$ cat config.mk
export PLATFORM = sky130hd
export DESIGN_NAME = ucit_front
export DESIGN_NICKNAME = d
export VERILOG_FILES = /design/src/ucit_pkg.sv /design/src/ucit_front.sv
export SDC_FILE = /design/constraint.sdc
export NUM_CORES = 2
export LEC_CHECK = 0
export BUFFER_PORTS_ARGS = -buffer_cell sky130_fd_sc_hd__buf_4
export CAP_MARGIN = 10
export CORE_UTILIZATION = 55
export CTS_CLUSTER_DIAMETER = 40
export DETAILED_ROUTE_END_ITERATION = 8
export PLACE_DENSITY_LB_ADDON = 0.12
export SLEW_MARGIN = 25
export SYNTH_ARGS = -nofsm -noshare
export SYNTH_HDL_FRONTEND = slang
export SYNTH_SLANG_ARGS = --single-unit
$ cat constraint.sdc
create_clock -name clk_i -period 6.45 [get_ports clk_i]
set_input_delay 0 -clock clk_i [delete_from_list [all_inputs] [get_ports clk_i]]
set_output_delay 0 -clock clk_i [all_outputs]
set_load 0.01 [all_outputs]
$ cat src/ucit_pkg.sv
// ----------------------------------------------------------------------------
// Unknown CAN identifier tracker package
// Shared sizes, status codes and the request record passed front to back.
// ----------------------------------------------------------------------------
package ucit_pkg;

  localparam int unsigned Entries    = 32;
  localparam int unsigned SlotW      = $clog2(Entries);
  localparam int unsigned CountW     = $clog2(Entries + 1);
  localparam int unsigned MaxBytes   = 8;
  localparam int unsigned QueueDepth = 2;

  typedef enum logic [2:0] {
    StUpdated = 3'd0,
    StNew     = 3'd1,
    StFull    = 3'd2,
    StReadOk  = 3'd3,
    StReadBad = 3'd4
  } status_e;

  typedef enum logic {
    ReqNote = 1'b0,
    ReqRead = 1'b1
  } req_e;

  // One classified request: the lookup is already done by the front part.
  typedef struct packed {
    status_e          status;
    logic             found;
    logic [SlotW-1:0] slot;
    logic [3:0]       len;
    logic [63:0]      data;
    logic [62:0]      stamp;
    logic [31:0]      frame_id;
  } job_t;

  function automatic logic [63:0] byte_mask(input logic [3:0] len);
    logic [63:0] m;
    m = '0;
    for (int b = 0; b < MaxBytes; b++) begin
      if (4'(b) < len) m[8*b +: 8] = 8'hFF;
    end
    return m;
  endfunction

endpackage

$ cat src/ucit_front.sv
// ----------------------------------------------------------------------------
// Tracker front
// Accepts requests, matches the identifier against all occupied entries in
// parallel, appends new identifiers and keeps the occupancy and drop counts.
// ----------------------------------------------------------------------------
module ucit_front (
  input  logic                    clk_i,
  input  logic                    rst_ni,
  input  logic                    valid_i,
  output logic                    ready_o,
  input  logic                    req_type_i,
  input  logic [31:0]             frame_id_i,
  input  logic [63:0]             payload_i,
  input  logic [3:0]              payload_length_i,
  input  logic [62:0]             time_us_i,
  input  logic [4:0]              read_index_i,
  output logic                    job_valid_o,
  input  logic                    job_ready_i,
  output ucit_pkg::job_t          job_o,
  output logic [ucit_pkg::CountW-1:0] used_o,
  output logic [31:0]             dropped_o
);
  import ucit_pkg::*;

  logic [31:0]       ids_q [Entries];
  logic [CountW-1:0] used_q, used_d;
  logic [31:0]       dropped_q, dropped_d;
  logic              fire, hit;
  logic [SlotW-1:0]  hit_slot;
  logic [3:0]        len_sat;
  job_t              job;

  assign ready_o     = job_ready_i;
  assign job_valid_o = valid_i;
  assign fire        = valid_i && job_ready_i;
  assign len_sat     = (payload_length_i > 4'(MaxBytes)) ? 4'(MaxBytes) : payload_length_i;

  always_comb begin
    hit      = 1'b0;
    hit_slot = '0;
    for (int i = Entries - 1; i >= 0; i--) begin
      if (CountW'(i) < used_q && ids_q[i] == frame_id_i) begin
        hit      = 1'b1;
        hit_slot = SlotW'(i);
      end
    end
  end

  always_comb begin
    used_d        = used_q;
    dropped_d     = dropped_q;
    job.found     = hit;
    job.len       = len_sat;
    job.data      = payload_i & byte_mask(len_sat);
    job.stamp     = time_us_i;
    job.frame_id  = frame_id_i;
    job.slot      = hit_slot;
    job.status    = StUpdated;
    if (req_type_i == ReqRead) begin
      job.slot   = SlotW'(read_index_i);
      job.status = ({1'b0, read_index_i} < 6'(used_q)) ? StReadOk : StReadBad;
    end else if (!hit) begin
      if (used_q >= CountW'(Entries)) begin
        job.status = StFull;
        dropped_d  = dropped_q + 32'd1;
      end else begin
        job.status = StNew;
        job.slot   = used_q[SlotW-1:0];
        used_d     = used_q + CountW'(1);
      end
    end
  end

  assign job_o = job;

  always_ff @(posedge clk_i or negedge rst_ni) begin
    if (!rst_ni) begin
      used_q    <= '0;
      dropped_q <= '0;
    end else if (fire) begin
      used_q    <= used_d;
      dropped_q <= dropped_d;
    end
  end

  always_ff @(posedge clk_i) begin
    if (fire && job.status == StNew) ids_q[job.slot] <= frame_id_i;
  end

  assign used_o    = used_d;
  assign dropped_o = dropped_d;

endmodule

After elaboration in Yosys (flattened, before gate mapping)
Memory sizes are Yosys's and may differ from the RTL's.
Cells that the tools add are included.

operators by class
  eq/ne operators = 33
  $lt $le $gt $ge = 43
  bitwise operators = 1
  add/sub/neg operators = 2
  multiplexer cells = 88
  reductions and logical operators = 34

operators with widths
  cell                                                        number
  equality test 32 bit                                        32
  two-way mux 5 bit                                           35
  less-than comparator 5 x 6 -> 1 bit (first input constant)  16
  two-way mux 32 bit                                          3
  bitwise AND 64 bit                                          1
  two-way mux 8 bit                                           8
  less-than comparator 4 x 6 -> 1 bit (first input constant)  8
  logical AND 1 bit                                           34
  two-way mux 1 bit                                           34
  adder 32 x 1 -> 32 bit (second input constant)              1
  less-than comparator 3 x 6 -> 1 bit (first input constant)  4
  two-way mux 6 bit                                           3
  less-than comparator 3 x 4 -> 1 bit (first input constant)  4
  less-than comparator 1 x 6 -> 1 bit (first input constant)  2
  less-than comparator 2 x 6 -> 1 bit (first input constant)  2
  less-than comparator 1 x 4 -> 1 bit (first input constant)  2
  less-than comparator 2 x 4 -> 1 bit (first input constant)  2
  adder 6 x 1 -> 6 bit (second input constant)                1
  greater-or-equal comparator 6 bit (second input constant)   1
  less-than comparator 5 x 6 -> 1 bit                         1
  two-way mux 3 bit                                           2
  > comparator 4 bit (second input constant)                  1
  two-way mux 2 bit                                           2
  two-way mux 4 bit                                           1
  equality test 3 x 1 -> 1 bit (second input constant)        1

storage, ports and cells
  register bits = 38
  output and inout port bits = 212
  logic and storage cells = 204
  bits of input ports = 173
  memories kept = 1
  bits in writable memories = 1,024

memories
  memory  words  width  read ports  clocked after memory_dff  write ports  line              RTL
  ids_q   32     32     32          0                         1            ucit_front.sv:25  logic [31:0] ids_q [Entries];

Logic depth before layout (Yosys ltp)
An unclocked memory read counts as a cell.

  depth in word-level cells = 41
  gate-level depth with buffers = 17
  mapped depth without buffers = 13

Least setup slack after synthesis
Ideal clock, no wire load.

  path type = register to register
  start = register used_q[1]
  end = memory ids_q[1][0] (enable)
  slack = -458 ps
  setup time = 513 ps
  cell stages (with the launch flop) = 15
  data arrival time = 6,395 ps
  period minus slack after synthesis = 6,908 ps
  required time = 5,937 ps
  path buffers = 2
  cells stage by stage = dfrtp_1 -> clkbuf_1 -> inv_1 -> ha_1 -> inv_1 -> or2_2 -> nand4bb_1 -> nor4_1 -> or4_1 -> nor4_4 -> nand4_4 -> nand2b_1 -> nand4bb_1 -> buf_2 -> nor4b_1

between the ends
  cells in the longest elaborated chain, start to end = 40
  elaborated cells between the ends (all ways) = 141
  classes of those cells = order compare: 34; eq/ne: 1; mux: 73; reduce/logical: 33

RTL lines
  what                                     line              RTL
  start, declared                          ucit_front.sv:26  logic [CountW-1:0] used_q, used_d;
  start signal, assigned                   ucit_front.sv:81  used_q <= used_d;
  less-than comparator 5 x 6 -> 1 bit      ucit_front.sv:42  if (CountW'(i) < used_q && ids_q[i] == frame_id_i) begin
  logical AND 1 bit                        ucit_front.sv:42
  two-way mux 1 bit (32 in series)         ucit_front.sv:42
  two-way mux 2 bit                        ucit_front.sv:62  end else if (!hit) begin
  two-way mux 3 bit                        ucit_front.sv:59  if (req_type_i == ReqRead) begin
  equality test 3 x 1 -> 1 bit             ucit_front.sv:87  if (fire && job.status == StNew) ids_q[job.slot] <= frame_id_i;
  logical AND 1 bit                        ucit_front.sv:87
  two-way mux 1 bit                        ucit_front.sv:87
  two-way mux 1 bit (not written as such)  ucit_front.sv:87
  end, declared                            ucit_front.sv:25

Several ways; a longest one is shown, not always the timed one.

Final worst setup path
  start = register used_q[3]
  end = memory ids_q[18][6] (enable)

Same word-level chain as after synthesis.

==> flow_summary.ini <==
[critical_path]
cp_num_buf_inv = 4
crit_start = used_q[3]$_DFFE_PN0P_
cp-end-kind = flop
slowest_delay_ns = 0.83
path_cells = nand3_1, o21ai_0, nand3_1, nor4_1, buf_4, nor2_1, nor3_1, o2111ai_1, a311oi_2, nor2_4, inv_2, buf_12, and4_1, buf_4
crit_family = simple AND/OR/NAND/NOR gates
path_class = reg2reg
r2r-start = used_q[3]$_DFFE_PN0P_
crit_path_start_kind = flop
cpMaxStageDelayCell = o21ai_0
critPathMaxFanout = 32
crit_required_ns = 6.82
cp_data_arrival_time_ns = 5.80

[yosys]
ys_seq_area_share_pct = 64.37
ys_types = 73
synth_compound_area_share_pct = 1.113
netlist.area_leader.share_pct = 62.44
synth_mux_area_share_pct = 0.06860
synth_top_family_by_area = XOR/XNOR gates
yosys_warnings = 0
syn-num-nets = 3580
synthArstFlopShare_pct = 3.578
synthSimpleGateAreaFrac_pct = 10.82
yosysTopAreaCell = edfxtp_1
synth.area.top_cells = edfxtp_1, xor2_1, xnor2_1
synth_cells = 3400
synth-xor-area-share_pct = 19.53
synth_seq_cells = 1062
ys.flop_type = edfxtp_1
synth_edf_count = 1024
synth.avg_cell_area_sq_um = 14.48
syn_area_sq_um = 49250
synth_fa_ha_area_share_pct = 0.1778

[detailed_routing]
final_antenna_net_count = 0
dr.first_iter.drc_count = 3063
routed_wl_um = 141900
firstDrtPassIters = 8
vias = 30080
drc_errors = 92
avgRoutedWirePerCell_um = 28.27
viasPerCell = 5.995

[layout]
postLayoutCellArea_sq_um = 57840
drive_gt1_share_pct = 18.28
final_common_cell = edfxtp_1
postLayoutCoreUtil_pct = 65.35
syn_to_final_growth_pct = 17.45
fin_nets = 3921
stdcell_count = 5018
nFillCells = 6320
final_cell_mix = edfxtp_1, xor2_1, xnor2_1, buf_4, nor4_1

[run_status]
status = finished, violations left
violations = DRC

[sta]
rsz0062_at_grt = false
maxSlewViolCount = 0
maxSlewHeadroom_pct = 34.31
worst_pin_slew_ns = 0.9750
fmax_mhz = 184.3
post-route-period-util_pct = 84.14
finalSetupTns_ns = 0
finalSetupViolCount = 0
finClkSkew_ns = 0.03403
worst_hold_slack_ns = 0.00001312
period_minus_slack_ns = 5.427
final-hold-violation-count = 0

[global_routing]
grt_pass1_wl_um = 205600
grt_max_degree = 40
antenna_found_initial = 4
grt_pass1_vias = 30180
grt_overflow_total = 0
grt_usage_pct = 31.45

[min_path]
hold_class = in2out
hold_start = time_us_i[38]

[power]
p_leak_nw = 19.47
ir_drop_mv = 0.3871
power_density_nw_per_um2 = 287.9

[cts]
htree_levels = 4
cts_sinks = 1062
clock_latency_ns = 0.75
cts-buffers-inserted = 140
clk_pin_slew_ns = 0.05
cts-resized-gates = 0
cts_root_buf = clkbuf_16
clock_path_buffers = 3
cts_tree = yes

[floorplanning]
pin_count = 385
die_w_um = 301.2
core.rowCount = 109
start_util_pct = 55.64
core_area_sq_um = 88510
die-area_sq_um = 90740
die_h_um = 301.2

[placed_design]
place_area_sq_um = 52660
io_buffers = 258
post-dp-hpwl_um = 91520
routabilityCongestion = 0.9112
placed_cells = 4723

[flow_run]
maxCapViolations = 0
-- Yosys cell counts, types with 38 or more instances --
library cell,number
nor3_1,84
xnor2_1,478
nor2_1,62
dfrtp_1,38
nor4_1,215
buf_2,41
edfxtp_1,1024
nand2_1,63
buf_4,180
nor2b_1,67
nand4_1,186
xor2_1,620
nand3_1,65
-- per-stage QoR --
step           setup WS, ns  power, mW
2_1_floorplan        0.6431      8.410
3_3_place_gp          1.125      8.913
3_5_place_dp          1.237      8.932
4_1_cts               1.183      16.74
5_1_grt              0.9058      17.07
6_report              1.023      16.65
-- power breakdown --
part / internal [mW] / switching, mW
registers: 7.58 / 0.0235
clock network: 4.79 / 3.03
logic: 0.451 / 0.774
-- final cells by class --
type,count,area (sq um),area share (%)
Timing Repair Buffer,458,4014,6.939
Inverter,18,70.07,0.1211
Sequential cell,1062,31700,54.80
Clock inverter,93,1102,1.906
Tap cell,1165,1458,2.520
Clock buffer,159,3638,6.290
Antenna cell,2,5.005,0.008652
Multi-Input combinational cell,2061,15860,27.41
-- kinds of logic (layout without fill, tap and decap cells) --
family,after synthesis,in the layout
XOR/XNOR,1098,1098
flip-flops,1062,1062
AND/OR/NAND/NOR,879,879
buffers and inverters,277,728
AO/OA/AOI/OAI,74,74
adder cells (fa/ha/maj),7,7
multiplexers,3,3
other,0,2
-- path summary, 6_finish.rpt --
| check | depth (start not counted) | to | slack [ns] |
|---|---|---|---|
| max | 14 | ids_q[18][6]$_DFFE_PP_ | 1.02 |
| min | 0 | job_o[70] | 0.00001 |
| max reg2reg | 14 | ids_q[18][6]$_DFFE_PP_ | 1.02 |
| min reg2reg | 1 | dropped_q[31]$_DFFE_PN0P_ | 0.50 |
| max in group asynchronous | 4 | used_q[0]$_DFFE_PN0P_ | 5.87 |
| min in group asynchronous | 4 | dropped_q[23]$_DFFE_PN0P_ | 0.35 |
-- registers in the layout, indices dropped and copies added (netlist names) --
signal / flops
used_q: 6
ids_q: 1024
dropped_q: 32
-- repair_timing --
item,in CTS,in global routing
setup buffers,0,0
hold buffers,41,0
hold endpoints to repair,572,0
-- routing by layer --
metal,track usage [%],up-vias,share of wire [%]
li1,-,13130,-
met1,44.48,15350,42
met2,49.04,1360,47
met3,6.455,240,8.4
met4,9.645,2,2.7
met5,0.5820,-,0.054
-- worst reg2reg max path: cells and delay by family (launching register included) --
family	cells	cell delay, ns
AND/OR/NAND/NOR	7	1.55
AO/OA/AOI/OAI	3	1.45
buffers and inverters	4	1.25
flip-flops	1	0.78
Note: power is estimated with default switching activity, not from simulation.
