## config.mk

```make
export PLATFORM = sky130hd
export DESIGN_NAME = ucit_queue
export DESIGN_NICKNAME = d
export VERILOG_FILES = /design/src/ucit_pkg.sv /design/src/ucit_queue.sv
export SDC_FILE = /design/constraint.sdc
export NUM_CORES = 1
export LEC_CHECK = 0
export ABC_AREA = 0
export BUFFER_PORTS_ARGS = -buffer_cell sky130_fd_sc_hd__buf_4
export CAP_MARGIN = 10
export CELL_PAD_IN_SITES_DETAIL_PLACEMENT = 1
export CELL_PAD_IN_SITES_GLOBAL_PLACEMENT = 1
export CORE_MARGIN = 2
export CORE_UTILIZATION = 40
export DETAILED_ROUTE_END_ITERATION = 7
export GPL_TIMING_DRIVEN = 0
export PLACE_DENSITY_LB_ADDON = 0.1
export SYNTH_ARGS = -nofsm -noshare
export SYNTH_HDL_FRONTEND = slang
export SYNTH_SLANG_ARGS = --single-unit
```

## constraint.sdc

```tcl
create_clock -name clk_i -period 10.1 [get_ports clk_i]
set_input_delay 1.01 -clock clk_i [delete_from_list [all_inputs] [get_ports clk_i]]
set_output_delay 1.01 -clock clk_i [all_outputs]
set_load 0.05 [all_outputs]
```

## src/ucit_pkg.sv

```systemverilog
// ----------------------------------------------------------------------------
// Unknown CAN identifier tracker package
// Shared sizes, status codes and the request record passed front to back.
// ----------------------------------------------------------------------------
package ucit_pkg;

  localparam int unsigned Entries    = 32;
  localparam int unsigned SlotW      = $clog2(Entries);
  localparam int unsigned CountW     = $clog2(Entries + 1);
  localparam int unsigned MaxBytes   = 8;
  localparam int unsigned QueueDepth = 2;

  typedef enum logic [2:0] {
    StUpdated = 3'd0,
    StNew     = 3'd1,
    StFull    = 3'd2,
    StReadOk  = 3'd3,
    StReadBad = 3'd4
  } status_e;

  typedef enum logic {
    ReqNote = 1'b0,
    ReqRead = 1'b1
  } req_e;

  // One classified request: the lookup is already done by the front part.
  typedef struct packed {
    status_e          status;
    logic             found;
    logic [SlotW-1:0] slot;
    logic [3:0]       len;
    logic [63:0]      data;
    logic [62:0]      stamp;
    logic [31:0]      frame_id;
  } job_t;

  function automatic logic [63:0] byte_mask(input logic [3:0] len);
    logic [63:0] m;
    m = '0;
    for (int b = 0; b < MaxBytes; b++) begin
      if (4'(b) < len) m[8*b +: 8] = 8'hFF;
    end
    return m;
  endfunction

endpackage

```

## src/ucit_queue.sv

```systemverilog
// ----------------------------------------------------------------------------
// Tracker job queue
// Short FIFO between front and back, carrying the job and counter snapshot.
// ----------------------------------------------------------------------------
module ucit_queue (
  input  logic                    clk_i,
  input  logic                    rst_ni,
  input  logic                    in_valid_i,
  output logic                    in_ready_o,
  input  ucit_pkg::job_t          in_job_i,
  input  logic [ucit_pkg::CountW-1:0] in_used_i,
  input  logic [31:0]             in_dropped_i,
  output logic                    out_valid_o,
  input  logic                    out_ready_i,
  output ucit_pkg::job_t          out_job_o,
  output logic [ucit_pkg::CountW-1:0] out_used_o,
  output logic [31:0]             out_dropped_o
);
  import ucit_pkg::*;

  localparam int unsigned PtrW = $clog2(QueueDepth);

  job_t              job_q  [QueueDepth];
  logic [CountW-1:0] used_q [QueueDepth];
  logic [31:0]       drop_q [QueueDepth];
  logic [PtrW-1:0]   wr_q, rd_q;
  logic [PtrW:0]     cnt_q;
  logic              push, pop;

  assign in_ready_o  = (cnt_q != (PtrW+1)'(QueueDepth));
  assign out_valid_o = (cnt_q != '0);
  assign push        = in_valid_i && in_ready_o;
  assign pop         = out_valid_o && out_ready_i;

  always_ff @(posedge clk_i or negedge rst_ni) begin
    if (!rst_ni) begin
      wr_q  <= '0;
      rd_q  <= '0;
      cnt_q <= '0;
    end else begin
      if (push) wr_q <= wr_q + PtrW'(1);
      if (pop)  rd_q <= rd_q + PtrW'(1);
      cnt_q <= cnt_q + (PtrW+1)'(push) - (PtrW+1)'(pop);
    end
  end

  always_ff @(posedge clk_i) begin
    if (push) begin
      job_q[wr_q]  <= in_job_i;
      used_q[wr_q] <= in_used_i;
      drop_q[wr_q] <= in_dropped_i;
    end
  end

  assign out_job_o     = job_q[rd_q];
  assign out_used_o    = used_q[rd_q];
  assign out_dropped_o = drop_q[rd_q];

endmodule

```

== Word-level counts from Yosys, hierarchy flattened ==
Memories as Yosys holds them, arrays and structs flattened.
Index checks and enable logic that the tools add are counted.

* Add/sub/neg operators: 4
* Equal/unequal tests: 1
* Muxes and demuxes: 2
* Reductions and logical operators: 3

{| class="wikitable"
|+ Operators with widths
! cell !! number
|-
| 1-bit adder, second input constant || 2
|-
| 2-bit by 1-bit adder with 2-bit output || 1
|-
| 1-bit logical AND || 2
|-
| 1-bit 2-to-1 mux || 2
|-
| 2-bit inequality test, second input constant || 1
|-
| 2-bit nonzero test || 1
|-
| 2-bit by 1-bit subtractor with 2-bit output || 1
|}

* Register bits after elaboration: 4
* Memory bits (writable): 420
* Input bits: 214
* Output and inout bits: 212
* Word-level logic and storage cells: 16
* Memories kept: 3

{| class="wikitable"
|+ Memories
! name !! depth !! width !! read ports !! clocked after Yosys merged registers in !! wr ports !! line !! RTL
|-
| job_q || 2 || 172 || 1 || 0 || 1 || ucit_queue.sv:23 || <nowiki>job_t job_q [QueueDepth];</nowiki>
|-
| drop_q || 2 || 32 || 1 || 0 || 1 || ucit_queue.sv:25 || <nowiki>logic [31:0] drop_q [QueueDepth];</nowiki>
|-
| used_q || 2 || 6 || 1 || 0 || 1 || ucit_queue.sv:24 || <nowiki>logic [CountW-1:0] used_q [QueueDepth];</nowiki>
|}

== Logic depth before layout (Yosys ltp) ==
Gate-level depths: netlist (run 1).

* Depth after elaboration: 4
* Gate-level depth with buffers: 5
* Depth with buffers taken out: 5

== Worst setup path before layout (run 1) ==
OpenSTA, ideal clock, no wires.

* Path kind: input to register
* Start: in in_valid_i
* End: mem drop_q[0][0] (enable)
* Library setup time: 0.785 ns
* Data arrival time: 9.807 ns
* Data required time: 9.315 ns
* Slack: -0.492 ns
* Cell stages on the path: 2
* Path buffers: 0
* Path through: nand2_1 > nor2_1

* Cells in the longest elaborated chain, start to end: 3

{| class="wikitable"
|+ RTL lines
! item !! line !! RTL
|-
| start, declared || ucit_queue.sv:8 || <nowiki>input logic in_valid_i,</nowiki>
|-
| 1-bit logical AND || ucit_queue.sv:32 || <nowiki>assign push = in_valid_i && in_ready_o;</nowiki>
|-
| 1-bit 2-to-1 mux || ucit_queue.sv:48 || <nowiki>if (push) begin</nowiki>
|-
| 1-bit 2-to-1 mux (implied by the code) || ucit_queue.sv:51 || <nowiki>drop_q[wr_q] <= in_dropped_i;</nowiki>
|-
| end, declared || ucit_queue.sv:25 ||
|}

Every way passes these cells.

==> results.json, run 1 <==
{
  "status": "finished clean",
  "worstPathCellList": "buf_6 > buf_6 > mux2_2 > buf_4",
  "grt_max_degree": 57,
  "power.total_uw": 7193,
  "viasPerCell": 4.719,
  "grt_first_pass_wirelength_mm": 54.13,
  "cts_resized": 0,
  "path_max_fanout": 10,
  "yosys.area.top_type_share_pct": 81.67,
  "fp.coreArea_um2": 37840,
  "pre_cts_slack_ns": 7.155,
  "drtIter0Drc": 438,
  "hp-class": "in2async",
  "setup_viol_count_final": 0,
  "p_comb_share_pct": 45.4,
  "io_buffers": 425,
  "die-area_um2": 40190,
  "p_clk_share_pct": 20.2,
  "die_y_um": 200.5,
  "cts.sinks": 424,
  "clk_latency_ns": 0.55,
  "fmaxAchievable_ghz": 0.3360,
  "r2r-start": "cnt_q[0]$_DFF_PN0_",
  "ys.flop_type": "edfxtp_1",
  "finalHoldViolations": 0,
  "crit_slowest_cell": "dfrtp_1",
  "rsz0062_at_grt": "no",
  "cts-hold-fix-buffers": 0,
  "final_nets": 1374,
  "num_io_pins": 426,
  "worst_pin_slew_ns": 0.7096,
  "fillers": 3505,
  "synth-seq-area-share_pct": 82.32,
  "setup_ws_ns": 7.124,
  "drtPass1Iterations": 4,
  "cts_root_buf": "clkbuf_16",
  "crit_type": "reg2out",
  "grt.total_usage_pct": 18.06,
  "syn_to_final_growth_pct": 34.87,
  "num_vias": 8031,
  "p_leak_uw": 0.007747,
  "fin_crit_ns": 2.976,
  "initial_core_util_pct": 40.81,
  "crit_buf_inv": 3,
  "seqPwrFrac_pct": 34.5,
  "slew_violations": 0,
  "endpoint_kind": "primary output",
  "ant_nets": 0,
  "postCtsSetupBuffers": 0,
  "post-route-drc-count": 0,
  "antenna_cells": 0,
  "cts_buffer_depth": 3,
  "antenna_found_initial": 0,
  "synthAdderAreaFrac_pct": 0.08102,
  "synth_mux_area_share_pct": 15.31,
  "ys_seq_elements": 424,
  "yosysWarnings": 0,
  "synth_xor_area_share_pct": 0.1702,
  "clk_pin_slew_ns": 0.06,
  "drv_cap": 0,
  "crit_start": "rd_q$_DFFE_PN0P_",
  "postSynthAreaPerCell_um2": 22.88,
  "gr-total-overflow": 0,
  "wl_per_cell_um": 21.37,
  "synth_top_family_by_area": "multiplexers",
  "routabilityCongestion": 0.7211,
  "routed_wl_mm": 36.37,
  "pwr_density_cell_nw_per_um2": 345.3,
  "internal-power_uw": 4298,
  "cts-buffers-inserted": 45,
  "slew_headroom_pct": 52.58,
  "syn-num-nets": 890,
  "setup_tns_ns": 0,
  "peakVddDrop_mv": 0.1763,
  "synth-simple-area-share_pct": 0.3160,
  "post-route-period-util_pct": 29.47,
  "yosysTopAreaCell": "edfxtp_1",
  "die_x_um": 200.5,
  "yosysUniqueCellTypes": 18,
  "synth_edf_count": 420,
  "cts_tree": "built",
  "grt_pass1_vias": 8779,
  "fin_util_pct": 55.04,
  "yosys-top-cells-area": "edfxtp_1 (82%), mux2_2 (15%), buf_6 (1.5%)",
  "slowest_delay_ns": 0.42,
  "p_sw_uw": 2895,
  "worst_ep_required_time_ns": 9.09,
  "htree_num_levels": 2,
  "arrival_ns": 1.97,
  "synth-compound-area-share_pct": 0.2026,
  "synthCells": 675,
  "netlist_area_um2": 15440,
  "switching_share_pct": 40.25,
  "num_rows": 71,
  "cp_common_cell": "buf_6",
  "worst_setup_path_start_kind": "register",
  "synthArstFlopShare_pct": 0.9434,
  "fin_skew_ns": 0.009678,
  "path_delay_family": "buffers and inverters",
  "dpl.hpwl_mm": 25.43,
  "drive_gt1_share_pct": 61.13
}
[cell usage after synthesis, types with 2 or more instances]
cell type,count
edfxtp_1,420
nor2_1,3
mux2_2,210
nand2_1,2
dfrtp_1,4
buf_2,2
buf_6,21
xnor2_1,3
[sequential cells by signal, summed over array words and instances, names as in the netlist]
name,count
drop_q,64
job_q,344
rd_q,1
cnt_q,2
wr_q,1
used_q,12
[final cells by class]
| type | instances | area (µm²) | area share [%] |
|---|---|---|---|
| flip-flops and latches | 424 | 12710 | 61.04 |
| well taps | 511 | 639.4 | 3.070 |
| multi-input cells | 228 | 2496 | 11.98 |
| clock inverters | 23 | 97.59 | 0.4686 |
| plain buffers | 23 | 246.5 | 1.183 |
| clock buffers | 56 | 1167 | 5.605 |
| repair buffers | 437 | 3468 | 16.65 |
[layer usage]
metal	GRT usage (%)	up-vias	wire length (µm)
met1	21.75	4025	14110
met3	7.955	44	3858
met2	29.24	299	17600
met5	0	-	0
met4	5.794	0	805
li1	-	3663	-
[cells by family (layout without fill, tap and decap cells)]
group | count (synthesis) | in the layout
XOR/XNOR | 3 | 3
AO/OA/AOI/OAI | 4 | 4
flip-flops | 424 | 424
adder cells (fa/ha/maj) | 1 | 1
AND/OR/NAND/NOR | 10 | 10
buffers and inverters | 23 | 539
multiplexers | 210 | 210
[metrics by stage]
step,cell area [µm²],std cells,hold slack [ns]
after floorplan,15440,675,0.4788
after global placement,19270,1611,0.4920
after detailed placement,19560,1623,0.5538
after CTS,20830,1702,0.2015
after global routing,20830,1702,0.2124
final,20830,1702,0.2420
[power groups by stage]
stage / clock network [µW] / logic, µW / registers (µW)
after floorplan: 0 / 2260 / 2590
after global placement: 0 / 3210 / 2670
after detailed placement: 0 / 3300 / 2520
after CTS: 1500 / 3310 / 2480
after global routing: 1560 / 3410 / 2520
final: 1450 / 3260 / 2480
[path summary, 6_finish.rpt]
| path | end | slack (ns) | depth (start not counted) |
|---|---|---|---|
| worst max register to register | job_q[0][121]$_DFFE_PP_ | 7.72 | 6 |
| min in group clk_i | wr_q$_DFFE_PN0P_ | 0.56 | 1 |
| max in group asynchronous | cnt_q[1]$_DFF_PN0_ | 9.75 | 1 |
| worst min-delay path | wr_q$_DFFE_PN0P_ | 0.24 | 1 |
| worst min register to register | wr_q$_DFFE_PN0P_ | 0.56 | 1 |
| worst max-delay path | out_job_o[128] | 7.12 | 4 |
[placed cells by master, fill, tap and decap left out, drive strengths merged]
cell type	instances
or2	1
nor2	3
o21ai	1
clkinv	23
nand2	2
a21bo	1
ha	1
xnor2	3
nand2b	1
a211oi	1
nor2b	1
edfxtp	420
nand3	1
mux2	210
and3	1
clkbuf	56
buf	460
dfrtp	4
a32oi	1
(Power assumes the default switching activity.)
==> run 2: changes to the inputs <==
==> constraint.sdc (replaced) <==
create_clock -name clk_i -period 2.7 [get_ports clk_i]
set_input_delay 0.27 -clock clk_i [delete_from_list [all_inputs] [get_ports clk_i]]
set_output_delay 0.27 -clock clk_i [all_outputs]
set_load 0.05 [all_outputs]
==> run 2 against run 1 <==
Net effect: hold slack got worse by 0.21 ns; final cell count increased by 13%; clock-buffer cell count is 4 lower; design area increased by 11%; clock power grew to 4.2 times the previous value; power increased to 3.9 times the previous value; combinational power rose to 3.9 times the previous value; critical path type is now reg2reg; critical endpoint is now job_q[1][147]$_DFFE_PP_; largest cell class unchanged; largest power group unchanged.
==> results.json, run 2 (synthesis gave the netlist of run 1 again) <==
{
  "cts_resized": 0,
  "dpl.hpwl_mm": 25.33,
  "stdcell_area_um2": 23150,
  "drive_gt1_share_pct": 52.53,
  "slew_headroom_pct": 48.86,
  "syn_to_final_growth_pct": 49.93,
  "worst_pin_slew_ns": 0.7653,
  "regMostFlops": "job_q",
  "arrival_ns": 2.63,
  "viasPerCell": 4.647,
  "die-area_um2": 40190,
  "num_vias": 8899,
  "slew_violations": 0,
  "dpl_cell_area_um2": 19600,
  "peakVddDrop_mv": 0.6629,
  "setup_ws_ns": 0.2801,
  "fillers": 3411,
  "htree_num_levels": 2,
  "finalHoldViolations": 0,
  "grt.total_usage_pct": 19.64,
  "crit_type": "reg2reg",
  "hp-class": "in2reg",
  "grt_max_degree": 59,
  "num_io_pins": 426,
  "wl_per_cell_um": 20.70,
  "slowest_delay_ns": 0.66,
  "rsz0062_at_grt": "no",
  "initial_core_util_pct": 40.81,
  "postCtsSetupBuffers": 0,
  "p_leak_uw": 0.008730,
  "cts-hold-fix-buffers": 212,
  "ant_nets": 0,
  "clk_latency_ns": 0.55,
  "gr-total-overflow": 0,
  "fin_util_pct": 61.18,
  "cts-buffers-inserted": 45,
  "routed_wl_mm": 39.64,
  "fin_crit_ns": 2.420,
  "clk_pin_slew_ns": 0.06,
  "grt_pass1_vias": 10000,
  "cts_tree": "built",
  "final_nets": 1586,
  "worstPathCellList": "nand2b_4 > and3_4 > buf_16 > buf_16",
  "fmaxAchievable_ghz": 0.4132,
  "die_x_um": 200.5,
  "antenna_found_initial": 1,
  "post-route-period-util_pct": 89.63,
  "layout_common_cells": "buf_4 (425), edfxtp_1 (420), dlygate4sd3_1 (212)",
  "drtPass1Iterations": 4,
  "status": "finished clean",
  "worst_setup_path_start_kind": "register",
  "grt_first_pass_wirelength_mm": 60.03,
  "pwr_density_cell_nw_per_um2": 1208,
  "power.total_uw": 27970,
  "num_rows": 71,
  "endpoint_kind": "register",
  "largest_reg_flops": 344,
  "worst_ep_required_time_ns": 2.91,
  "fin_skew_ns": 0.01171,
  "crit_slowest_cell": "and3_4",
  "fp.coreArea_um2": 37840,
  "drv_cap": 0,
  "drtIter0Drc": 346,
  "cts_root_buf": "clkbuf_16",
  "pre_cts_slack_ns": 0.2379,
  "setup_viol_count_final": 0,
  "io_buffers": 425,
  "path_max_fanout": 58,
  "post-route-drc-count": 0,
  "cts_buffer_depth": 3,
  "cts.sinks": 424,
  "layout_commonest_cell": "buf_4",
  "cp_common_cell": "buf_16",
  "routabilityCongestion": 0.7067,
  "top_regs": "job_q x344, drop_q x64, used_q x12",
  "die_y_um": 200.5,
  "holdWs_ns": 0.03581
}
-- run 2: cell types whose count changed in the layout (fill, tap and decap cells not counted) --
cell / previous run / this run
nand2b_4: 0 / 1
diode_2: 0 / 1
bufinv_16: 0 / 6
nand2b_1: 1 / 0
clkinv_1: 14 / 11
nand2_4: 0 / 1
buf_16: 5 / 8
nand2_1: 2 / 1
buf_12: 7 / 4
clkbuf_1: 11 / 7
clkinv_4: 0 / 1
dlygate4sd3_1: 0 / 212
-- run 2: per-stage QoR --
step	setup TNS, ns	std cells
global placement	-1300.87	1611
floorplan	-547.21	675
CTS	0	1914
finish	0	1915
detailed placement	0	1623
global route	0	1915
-- run 2: power breakdown --
part / total [µW] / switching, µW / internal [µW] / leakage [µW]
registers: 9300 / 329 / 8970 / 0.00396
logic: 12600 / 8290 / 4310 / 0.00407
clock network: 6070 / 2460 / 3610 / 0.000704
-- run 2: worst max-delay path, delay by kind of cell (launching register included) --
family	cells	cell delay, ns
buf+inv	2	0.67
flops	1	0.44
simple gates	2	0.86
-- run 2: metal layers --
metal / global-route usage [%] / wire length [µm]
met5: 0 / 0
met4: 6.561 / 1122
met3: 6.981 / 3137
met2: 33.94 / 20270
met1: 22.77 / 15110
-- run 2: final cells by class --
class	count	area (µm²)	area share, %
clock inverters	27	275.3	1.189
flip-flops and latches	424	12710	54.91
well taps	511	639.4	2.762
multi-input cells	228	2511	10.85
diodes	1	2.502	0.01081
clock buffers	52	1152	4.977
repair buffers	649	5613	24.24
plain buffers	23	246.5	1.065
-- run 2: path summary, 6_finish.rpt --
kind | from | to | slack, ns | cells after the start
hold reg to reg | wr_q$_DFFE_PN0P_ | wr_q$_DFFE_PN0P_ | 0.56 | 1
hold / removal | in_valid_i | wr_q$_DFFE_PN0P_ | 0.04 | 3
setup reg to reg | cnt_q[0]$_DFF_PN0_ | job_q[1][147]$_DFFE_PP_ | 0.28 | 4
min in group asynchronous | rst_ni | cnt_q[0]$_DFF_PN0_ | 0.09 | 2
setup / recovery | cnt_q[0]$_DFF_PN0_ | job_q[1][147]$_DFFE_PP_ | 0.28 | 4
max in group asynchronous | rst_ni | cnt_q[1]$_DFF_PN0_ | 2.50 | 2
